--- config.mk ---
export PLATFORM = sky130hd
export DESIGN_NAME = packet_crc16_append_check
export DESIGN_NICKNAME = d
export VERILOG_FILES = /design/src/rtl/core/pcrc16_pkg.sv /design/src/rtl/core/packet_crc16_append_check.sv /design/src/rtl/core/pcrc16_outq.sv
export SDC_FILE = /design/constraint.sdc
export NUM_CORES = 1
export LEC_CHECK = 0
export ABC_AREA = 1
export BUFFER_PORTS_ARGS = -buffer_cell sky130_fd_sc_hd__buf_2
export CAP_MARGIN = 15
export CORE_MARGIN = 2
export CORE_UTILIZATION = 44
export CTS_CLUSTER_DIAMETER = 200
export DETAILED_ROUTE_END_ITERATION = 10
export SLEW_MARGIN = 20
export SYNTH_ARGS = -nofsm -noshare
export SYNTH_HDL_FRONTEND = slang
export SYNTH_SLANG_ARGS = --single-unit
--- constraint.sdc ---
create_clock -name i_clk -period 5.46 [get_ports i_clk]
set_clock_uncertainty 0.15 [all_clocks]
set_input_delay 0.546 -clock i_clk [delete_from_list [all_inputs] [get_ports i_clk]]
set_output_delay 0.546 -clock i_clk [all_outputs]
set_load 0.1 [all_outputs]
--- src/rtl/core/pcrc16_pkg.sv ---
// Package for the CRC-16 packet append/check block: beat types, constants, CRC fold.
package pcrc16_pkg;

    localparam logic [15:0] CRC_POLY    = 16'h1021;
    localparam logic [15:0] CRC_INIT    = 16'hFFFF;
    localparam logic [15:0] CRC_MSB     = 16'h8000;
    localparam int          MAX_PAYLOAD_DEF = 252;
    localparam logic [8:0]  COUNT_MAX   = 9'd511;

    localparam logic MODE_ENCODE = 1'b0;
    localparam logic MODE_DECODE = 1'b1;

    // Output queue geometry
    localparam int QUEUE_DEPTH = 4;
    localparam int PUSH_MAX    = 3;

    typedef struct packed {
        logic [7:0] data_byte;
        logic       last_byte;
    } t_in_beat;

    typedef struct packed {
        logic [7:0] out_byte;
        logic       byte_valid;
        logic       end_of_packet;
        logic       crc_good;
        logic       too_long;
    } t_out_beat;

    // Fold one byte into the running CRC, MSB first, unrolled over eight bits
    function automatic logic [15:0] crc_fold(input logic [15:0] crc, input logic [7:0] b);
        logic [15:0] r;
        r = crc ^ {b, 8'h00};
        for (int i = 0; i < 8; i++) begin
            if ((r & CRC_MSB) != 16'h0000) begin
                r = {r[14:0], 1'b0} ^ CRC_POLY;
            end else begin
                r = {r[14:0], 1'b0};
            end
        end
        return r;
    endfunction

endpackage

--- src/rtl/core/packet_crc16_append_check.sv ---
// Top level: CRC-16-CCITT append (encode) or check-and-strip (decode) for byte packets.
// One input beat is accepted per cycle. Encode folds each byte through an unrolled
// eight-bit CRC update in the accept cycle, decode each byte as it leaves a two-byte
// delay; result beats land in a four-beat output queue the next cycle. Most bytes
// give one result beat, an encode last byte three (byte, CRC low, CRC high), a decode
// last byte up to two. Input is taken whenever the queue holds at most one beat, so
// within a packet a steady stream runs at one byte per cycle while the output is taken
// every cycle. Mode (0 appends the CRC, 1 checks and strips it) is written by the user
// through i_cfg_we / i_cfg_data only between packets; the block does not enforce it.
module packet_crc16_append_check #(
    parameter int MAX_PAYLOAD = pcrc16_pkg::MAX_PAYLOAD_DEF
) (
    input  logic                  i_clk,
    input  logic                  i_rst_n,
    input  logic                  i_cfg_we,
    input  logic                  i_cfg_data,
    input  logic                  i_in_valid,
    output logic                  o_in_ready,
    input  pcrc16_pkg::t_in_beat  i_in_data,
    output logic                  o_out_valid,
    input  logic                  i_out_ready,
    output pcrc16_pkg::t_out_beat o_out_data
);
    import pcrc16_pkg::*;

    logic        r_mode;
    logic [15:0] r_crc;
    logic [15:0] n_crc;
    logic [8:0]  r_count;
    logic [8:0]  n_count;
    logic [1:0]  r_held_cnt;
    logic [1:0]  n_held_cnt;
    logic [7:0]  r_held [2];
    logic [7:0]  n_held [2];

    logic        accept;
    logic        space;
    logic [1:0]  push_cnt;
    t_out_beat   push [PUSH_MAX];
    logic [7:0]  fold_byte;
    logic [15:0] crc_next;
    logic [8:0]  count_next;
    logic        tl;
    logic        good;

    assign o_in_ready = space;
    assign accept     = i_in_valid && space;

    // Encode folds the new byte, decode folds the oldest held byte
    assign fold_byte  = (r_mode == MODE_ENCODE) ? i_in_data.data_byte : r_held[0];
    assign crc_next   = crc_fold(r_crc, fold_byte);
    assign count_next = (r_count < COUNT_MAX) ? (r_count + 9'd1) : r_count;
    assign tl         = (count_next > 9'(MAX_PAYLOAD));

    // Work out the next state and the result beats of the current input beat
    always_comb begin
        n_crc      = r_crc;
        n_count    = r_count;
        n_held_cnt = r_held_cnt;
        n_held     = r_held;
        push_cnt   = 2'd0;
        good       = 1'b0;
        for (int k = 0; k < PUSH_MAX; k++) begin
            push[k] = '0;
        end
        if (accept) begin
            if (r_mode == MODE_ENCODE) begin
                n_crc   = crc_next;
                n_count = count_next;
                push[0] = '{out_byte: i_in_data.data_byte, byte_valid: 1'b1,
                            end_of_packet: 1'b0, crc_good: 1'b0, too_long: tl};
                push_cnt = 2'd1;
                if (i_in_data.last_byte) begin
                    push[1] = '{out_byte: crc_next[7:0], byte_valid: 1'b1,
                                end_of_packet: 1'b0, crc_good: 1'b0, too_long: tl};
                    push[2] = '{out_byte: crc_next[15:8], byte_valid: 1'b1,
                                end_of_packet: 1'b1, crc_good: 1'b0, too_long: tl};
                    push_cnt = 2'd3;
                end
            end else begin
                if (r_held_cnt >= 2'd2) begin
                    n_crc     = crc_next;
                    n_count   = count_next;
                    push[0]   = '{out_byte: r_held[0], byte_valid: 1'b1,
                                  end_of_packet: 1'b0, crc_good: 1'b0, too_long: 1'b0};
                    push_cnt  = 2'd1;
                    n_held[0] = r_held[1];
                    n_held[1] = i_in_data.data_byte;
                end else begin
                    n_held[r_held_cnt[0]] = i_in_data.data_byte;
                    n_held_cnt = r_held_cnt + 2'd1;
                end
                if (i_in_data.last_byte) begin
                    good = (n_held_cnt >= 2'd2) && ({n_held[1], n_held[0]} == n_crc);
                    push[push_cnt] = '{out_byte: 8'h00, byte_valid: 1'b0,
                                       end_of_packet: 1'b1, crc_good: good,
                                       too_long: 1'b0};
                    push_cnt = push_cnt + 2'd1;
                end
            end
            // Start afresh after the last byte
            if (i_in_data.last_byte) begin
                n_crc      = CRC_INIT;
                n_count    = 9'd0;
                n_held_cnt = 2'd0;
            end
        end
    end

    // Hold control state and the mode register
    always_ff @(posedge i_clk) begin
        if (!i_rst_n) begin
            r_mode     <= MODE_ENCODE;
            r_crc      <= CRC_INIT;
            r_count    <= 9'd0;
            r_held_cnt <= 2'd0;
        end else begin
            if (i_cfg_we) begin
                r_mode <= i_cfg_data;
            end
            r_crc      <= n_crc;
            r_count    <= n_count;
            r_held_cnt <= n_held_cnt;
        end
    end

    // Hold the delayed bytes; no reset, read only once written
    always_ff @(posedge i_clk) begin
        r_held <= n_held;
    end

    pcrc16_outq u_outq (
        .i_clk       (i_clk),
        .i_rst_n     (i_rst_n),
        .i_push_cnt  (push_cnt),
        .i_push      (push),
        .o_space     (space),
        .o_out_valid (o_out_valid),
        .i_out_ready (i_out_ready),
        .o_out_data  (o_out_data)
    );

endmodule

--- src/rtl/core/pcrc16_outq.sv ---
// Output queue: takes up to three beats per cycle, pops one per ready cycle.
module pcrc16_outq (
    input  logic                  i_clk,
    input  logic                  i_rst_n,
    input  logic [1:0]            i_push_cnt,
    input  pcrc16_pkg::t_out_beat i_push [pcrc16_pkg::PUSH_MAX],
    output logic                  o_space,
    output logic                  o_out_valid,
    input  logic                  i_out_ready,
    output pcrc16_pkg::t_out_beat o_out_data
);
    import pcrc16_pkg::*;

    t_out_beat  r_q [QUEUE_DEPTH];
    t_out_beat  n_q [QUEUE_DEPTH];
    logic [2:0] r_cnt;
    logic [2:0] n_cnt;
    logic       pop;
    logic [2:0] base;
    logic [2:0] wr_idx;

    assign o_out_valid = (r_cnt != 3'd0);
    assign o_out_data  = r_q[0];
    assign pop         = o_out_valid && i_out_ready;
    // Room for a full burst once at most one beat remains
    assign o_space     = (r_cnt <= 3'd1);

    // Shift out the popped beat, then append the pushed beats behind the rest
    always_comb begin
        n_q    = r_q;
        wr_idx = 3'd0;
        if (pop) begin
            for (int k = 0; k < QUEUE_DEPTH - 1; k++) begin
                n_q[k] = r_q[k + 1];
            end
        end
        base = r_cnt - {2'b00, pop};
        for (int k = 0; k < PUSH_MAX; k++) begin
            wr_idx = base + 3'(k);
            if ((2'(k) < i_push_cnt) && (wr_idx < 3'(QUEUE_DEPTH))) begin
                n_q[wr_idx[1:0]] = i_push[k];
            end
        end
        n_cnt = base + {1'b0, i_push_cnt};
    end

    // Hold beat storage; payload needs no reset
    always_ff @(posedge i_clk) begin
        r_q <= n_q;
    end

    // Advance the fill count
    always_ff @(posedge i_clk) begin
        if (!i_rst_n) begin
            r_cnt <= 3'd0;
        end else begin
            r_cnt <= n_cnt;
        end
    end

endmodule
Word-level counts from Yosys, hierarchy flattened
Index checks and enable logic that the tools add are counted.

Flip-flop bits (word level): 95. Input port bits: 15. Output and inout port bits: 14. Word-level logic and storage cells: 146.

$add $sub $neg: 7. Order comparisons: 21. Equal/unequal tests: 2. Mux-type cells: 59. Bitwise operators: 14. Reductions and logical operators: 16.

Operators with widths (count): bitwise mux 48 bit (3); 2-to-1 mux 36 bit (4); 2-to-1 mux 48 bit (3); 2-to-1 mux 16 bit (8); 2-to-1 mux 13 bit (8); demux 12 bit (select 2 bit) (4); 2-to-1 mux 12 bit (7); bitwise mux 36 bit (1); 2-to-1 mux 9 bit (4); 2-to-1 mux 24 bit (1); inverter 3 bit (8); 2-to-1 mux 2 bit (11); bitwise mux 16 bit (1); == test 16 bit (1); 2-to-1 mux 8 bit (2); bitwise XOR 16 bit (1); greater-or-equal comparator 3 bit, second input constant (4); less-than comparator 3 x 1 -> 1 bit, second input constant (4); inverter 2 -> 3 bit (4); logical AND 1 bit (11); adder 9 x 1 -> 9 bit, second input constant (1); > comparator 9 x 8 -> 1 bit, second input constant (1); less-than comparator 3 bit, second input constant (3); less-than comparator 9 bit, second input constant (1); 17 further kinds (23).

Depth between registers and ports, before layout
Gate-level depths: netlist (run 1).

Depth after elaboration: 33. Mapped depth: 21. Depth with buffers taken out: 19.

Modules after synthesis
From an unflattened synthesis (run 1), not the netlist that was laid out.

Cell total of the unflattened synthesis: 1322. Area, all modules: 7616.1 µm².

Modules (own cells, without submodules): pcrc16_outq (instances 1, cells an instance 701, area each 3931.3 µm²); packet_crc16_append_check (instances 1, cells an instance 621, area each 3684.8 µm²).

Worst setup path after synthesis (run 1)
OpenSTA, ideal clock, no wires.

Path type: register -> register. Start point: register u_outq.r_cnt[2]. End point: register u_outq.r_q, in the netlist u_outq.o_out_data[10]. Arrival time: 4.749 ns. Data required time: 5.253 ns. Slack: 0.504 ns. Stages on the path, launching flop included: 19. Path buffers: 2. Period minus slack after synthesis: 4.956 ns. Cell sequence: dfxtp_1 > nor2_2 > nand2_1 > nand2_1 > inv_1 > clkbuf_1 > ha_1 > ha_1 > nor2_1 > inv_1 > xor2_1 > nor2_1 > nand2_1 > inv_1 > nand2_1 > buf_2 > o221ai_1 > o21ai_0 > inv_1.

RTL lines: start: declaration (RTL line pcrc16_outq.sv:16) `logic [2:0] r_cnt;`; start signal: assignment (RTL line pcrc16_outq.sv:57) `r_cnt <= n_cnt;`; end signal: assignment (RTL line pcrc16_outq.sv:49) `r_q <= n_q;`; end: declaration (RTL line pcrc16_outq.sv:14) `t_out_beat r_q [QUEUE_DEPTH];`.

==> results.toml, run 1 <==
[route]
viasPerCell = 5.67
post_drt_wl_per_cell_um = 16.6
first_pass_iters = 6
vias = 7396
dr.first_iter.drc_count = 776
drtAntennaViolNets = 0
drt_drc_violations_left = 0
drt_wl_total_mm = 21.7

[cts]
ctsHoldBuffers = 0
cts_tree = "yes"
htreeDepth = 3
root_buffer = "clkbuf_16"
clk_latency_ns = 0.36
cts_setup_buffers = 0
clk_path_buf_depth = 2
cts_sinks = 95
cts.repair.resized = 0
clk_pin_slew_ns = 0.07
cts_buffers = 9

[setup_path]
max_stage_delay_ns = 0.77
cp.required_ns = 5.58
crit_path_cell_trace = "inv_1 > ha_1 > nor2_4 > inv_1 > ha_1 > a21oi_1 > nor2_2 > nor3_2 > inv_2 > a21oi_1 > o21ai_0 > nand2_1 > inv_1"
cp-startpoint = "r_held_cnt[0]"
crit_path_end = "u_outq.r_q[0]"
rr_endpoint = "u_outq.r_q[0]"
path_max_fanout = 18
worst_r2r_path_depth = 13
worstPathArrival_ns = 4.21
cp_common_cell = "inv_1"
critical_path_class = "register to register"
cp-end-kind = "register"
cp_num_cells = 13
critPathSlowestCell = "dfxtp_1"
crit_buf_inv = 4
cp-start-kind = "register"
r2r_slack_ns = 1.37
crit_family = "simple AND/OR/NAND/NOR gates"
r2r_start = "r_held_cnt[0]"

[timing]
fin_crit_ns = 4.09
slew_violations = 0
setup_violations = 0
period_share = 0.750
worst-slew-pin-transition_ns = 0.963
hold_ws_ns = 0.269
max_freq_ghz = 0.244
relSlewSlack = 0.355
hold_viol = 0
rsz0062_at_grt = "false"
tns_ns = 0

[hold_path]
hold_class = "input port to register"
min_from = "i_cfg_data"

[synthesis]
synth_area_leaders = "dfxtp_1 23%, nand2_1 17%, o21ai_0 8.2%"
yosysWarningCount = 0
synth-edff-count = 16
synth-async-reset-ratio = 0
synthCells = 1095
synthFlopType = "dfxtp_1"
synth.yosys.seq_area_share = 0.298
synth_top_area_share = 0.228
yosys.area.top_type = "dfxtp_1"
postSynthAreaPerCell_sq_um = 6.32
ys_types = 41
syn-num-nets = 1120
synth_most_common_cell = "nand2_1"
ys_top_cells_by_count = "305 x nand2_1, 123 x inv_1, 113 x o21ai_0"
synth_seq_cells = 95
synth_area_sq_um = 6920

[global_routing]
grt_pass1_wl_mm = 34.8
grt-ovfl-total = 0
grt_usage = 0.266
antenna_found_initial = 0
grt_max_degree = 43
first_global_vias = 6707

[die]
rows = 45
fp.dieH_um = 129
fp.coreArea_sq_um = 15300
design.die.area_sq_um = 16800
die_width_um = 129
start_util = 0.452
ios = 29

[final_layout]
drive_gt1_frac = 0.103
n_antenna_cell = 0
fin_nets = 1114
fin_cells = 1305
area_growth_pct = 6.40

[run]
cap_violations = 0

[placed_design]
detailed_place_hpwl_mm = 15.9
dp_cells = 1289
port_buffers = 28
finalWeightedCongestion = 0.908

[pwr]
vdd_drop_max_uv = 256
p_per_area_nw_per_um2 = 554
power.total_mw = 4.08
leakage_nw = 3.41

[run_status]
status = "finished, final reports clean"
## cells by family (layout without fill, tap and decap cells)
family / after synthesis / in the layout / synth area share
xor+xnor: 7 / 7 / 0.00886
compound gates: 246 / 246 / 0.210
flops: 95 / 95 / 0.298
simple gates: 551 / 551 / 0.348
fa+ha+maj: 10 / 10 / 0.0192
buf+inv: 186 / 185 / 0.116
## stage by stage
step                cell area [sq um]  utilization  setup slack [ns]
finish                           7360        0.481              1.37
global route                     7360        0.481              1.05
CTS                              7360        0.481              1.45
detailed placement               7080        0.462              1.48
global placement                 7080        0.462              1.55
floorplan                        6920            -             0.504
## tightest hold or removal path, cell delays in order
cell and delay, ns:
buf_2 0.07, a21oi_1 0.05, nor2_1 0.07
## worst min path at each step
| stage | to | slack, ns | cells past startpoint |
|---|---|---|---|
| after floorplan | r_count[8] | 0.30 | 2 |
| after global placement | r_count[8] | 0.31 | 2 |
| after detailed placement | r_count[8] | 0.31 | 2 |
| after CTS | r_mode | 0.27 | 3 |
| after global routing | r_mode | 0.30 | 3 |
| final | r_mode | 0.27 | 3 |
## layout make-up
class | instances | area [sq um]
Multi-Input combinational cell | 814 | 4060
Clock inverter | 3 | 15.0
Tap cell | 211 | 264
Inverter | 134 | 503
Timing Repair Buffer | 35 | 193
Sequential cell | 95 | 2060
Clock buffer | 13 | 272
Fill cell | 1634 | 7950
## metal layers
metal  vias to the layer above  share of wire  GRT usage
met5                         -              0          0
met4                         0          0.021     0.0791
met3                        39          0.081     0.0454
met2                       337           0.45      0.425
met1                      3411           0.45      0.369
li1                       3609              -          -
## layout by cell type, fill, tap and decap left out, drive strengths merged, types with 2 or more instances in the layout
| cell type | n |
|---|---|
| nor2 | 97 |
| xor2 | 6 |
| a21oi | 48 |
| inv | 132 |
| o221ai | 18 |
| and3 | 2 |
| nand3 | 104 |
| a31oi | 7 |
| edfxtp | 16 |
| or2 | 2 |
| buf | 35 |
| or3 | 2 |
| o22ai | 7 |
| nand4 | 4 |
| o21ai | 118 |
| o211ai | 42 |
| nand2 | 336 |
| clkinv | 5 |
| nor3 | 4 |
| ha | 9 |
| clkbuf | 13 |
| dfxtp | 79 |
| o2111ai | 2 |
## flip-flops by register name, summed over array words and instances (netlist names)
register	cells
r_count	9
r_crc	16
r_held	16
r_held_cnt	2
r_mode	1
u_outq.o_out_data	12
u_outq.r_cnt	3
u_outq.r_q	36
## where the power goes
group	switching (mW)	internal, mW
registers	0.119	0.962
clock network	0.292	0.348
logic	1.68	0.679
total	2.09	1.99
(Power assumes the default switching activity.)
==> inputs of run 2 (changes only) <==
- clock period: 5.46 -> 3.5 ns (I/O delays scaled with it)
==> run 2 against run 1 <==
- worst hold slack worse by 0.20 ns
- non-clock buffer count is 12 higher
- final area is 2.9% higher
==> results.toml, run 2 (synthesis gave the netlist of run 1 again) <==
[route]
viasPerCell = 5.54
post_drt_wl_per_cell_um = 16.7
drtAntennaViolNets = 0
dr.first_iter.drc_count = 743
drt_drc_violations_left = 0
first_pass_iters = 5
vias = 7291
drt_wl_total_mm = 22.0

[setup_path]
r2r_slack_ns = 0.34
path_max_fanout = 17
cp-start-kind = "register"
worstPathArrival_ns = 3.29
critical_path_class = "register to register"
cp-end-kind = "register"
cp.required_ns = 3.64

[pwr]
p_per_area_nw_per_um2 = 881
leakage_nw = 3.50
power.total_mw = 6.68
vdd_drop_max_uv = 511

[die]
rows = 45
fp.coreArea_sq_um = 15300
start_util = 0.452
ios = 29
design.die.area_sq_um = 16800
fp.dieH_um = 129
die_width_um = 129

[cts]
clk_path_buf_depth = 2
cts_sinks = 95
root_buffer = "clkbuf_16"
cts_setup_buffers = 0
clk_latency_ns = 0.36
ctsHoldBuffers = 0
cts_tree = "yes"
htreeDepth = 3
cts_buffers = 9
clk_pin_slew_ns = 0.07

[final_layout]
fin_nets = 1126
area.sequential_sq_um = 2060
n_antenna_cell = 0
finish.utilization = 0.495
largestRegisters = "u_outq.r_q: 36 flops, r_crc: 16 flops, r_held: 16 flops"
drive_gt1_frac = 0.125
regMostFlops = "u_outq.r_q"
final_common_cell = "nand2_1"
largest_register_ffs = 36
area_growth_pct = 9.53
multiInputGateArea_sq_um = 4120
final_cell_mix = "301 x nand2_1, 121 x inv_1, 113 x o21ai_0"
nFillCells = 1655

[global_routing]
antenna_found_initial = 0
grt_pass1_wl_mm = 35.1
grt_usage = 0.269
first_global_vias = 6662
grt_max_degree = 46
grt-ovfl-total = 0

[timing]
relSlewSlack = 0.500
fin_crit_ns = 3.16
rsz0062_at_grt = "false"
setup_violations = 0
hold_ws_ns = 0.0647
tns_ns = 0
worst-slew-pin-transition_ns = 0.746
setup_ws_ns = 0.344
period_share = 0.902
slew_violations = 0
hold_viol = 0
max_freq_ghz = 0.317

[run_status]
status = "finished, final reports clean"

[hold_path]
hold_class = "input port to register"

[run]
cap_violations = 0

[placed_design]
finalWeightedCongestion = 0.925
post-place-ws_ns = 0.331
port_buffers = 28
detailed_place_hpwl_mm = 15.9
## run 2: cell types whose count changed in the layout (fill, tap and decap cells not counted), moves of 2 or more
cell / delta
bufinv_16: +3
nor2_1: -3
nand2_1: -4
inv_2: +2
ha_1: -2
nand2_2: +2
nor2_4: +2
buf_4: +11
inv_1: -2
## run 2: critical path, cell delays in order (launching register included)
cell and delay, ns:
dfxtp_1 0.33, inv_1 0.08, ha_1 0.24, nor2_4 0.10, inv_1 0.13, ha_1 0.22
or2_2 0.31, nand2_2 0.11, inv_2 0.06, nor2_2 0.16, nor2_4 0.07, nand2_1 0.44
inv_1 0.25, nand2_1 0.13, nand3_1 0.08, o21ai_0 0.08, nand2_1 0.06, nand2_1 0.07
## run 2: report_power, final
part           internal [mW]  total [mW]  switching, mW
sequential              1.50        1.68          0.183
clock                  0.721        1.19          0.467
combinational           1.13        3.81           2.68
total                   3.35        6.68           3.33
## run 2: through the flow
stage,std cells,instance area (sq um)
after global routing,1317,7580
after floorplan,1095,6990
after global placement,1301,7230
final,1317,7580
after CTS,1317,7580
after detailed placement,1301,7230
## run 2: metal layers
layer  vias up  track usage  routed length (um)
met5         -            0                   0
met4         0       0.0816                 465
met3        38       0.0545                1640
met2       276        0.418                9760
met1      3344        0.379               10100
li1       3633            -                   -
## run 2: what timing repair did
| action | CTS | global route |
|---|---|---|
| gates resized for setup | 0 | 1 |
| endpoints found under the setup margin | 0 | 4 |
| hold endpoints to repair | 0 | 0 |
## run 2: final cells by class
type	count	area share
Clock buffer	11	0.0320
Clock inverter	5	0.0137
Inverter	134	0.0665
Multi-Input combinational cell	814	0.543
Sequential cell	95	0.272
Tap cell	211	0.0348
Timing Repair Buffer	47	0.0378
## run 2: final timing paths
check | startpoint | to | cells after the start
setup / recovery | r_held_cnt[0] | u_outq.r_q[14] | 17
hold reg to reg | r_count[8] | r_count[8] | 2
hold / removal | i_cfg_data | r_mode | 3
setup reg to reg | r_held_cnt[0] | u_outq.r_q[14] | 17
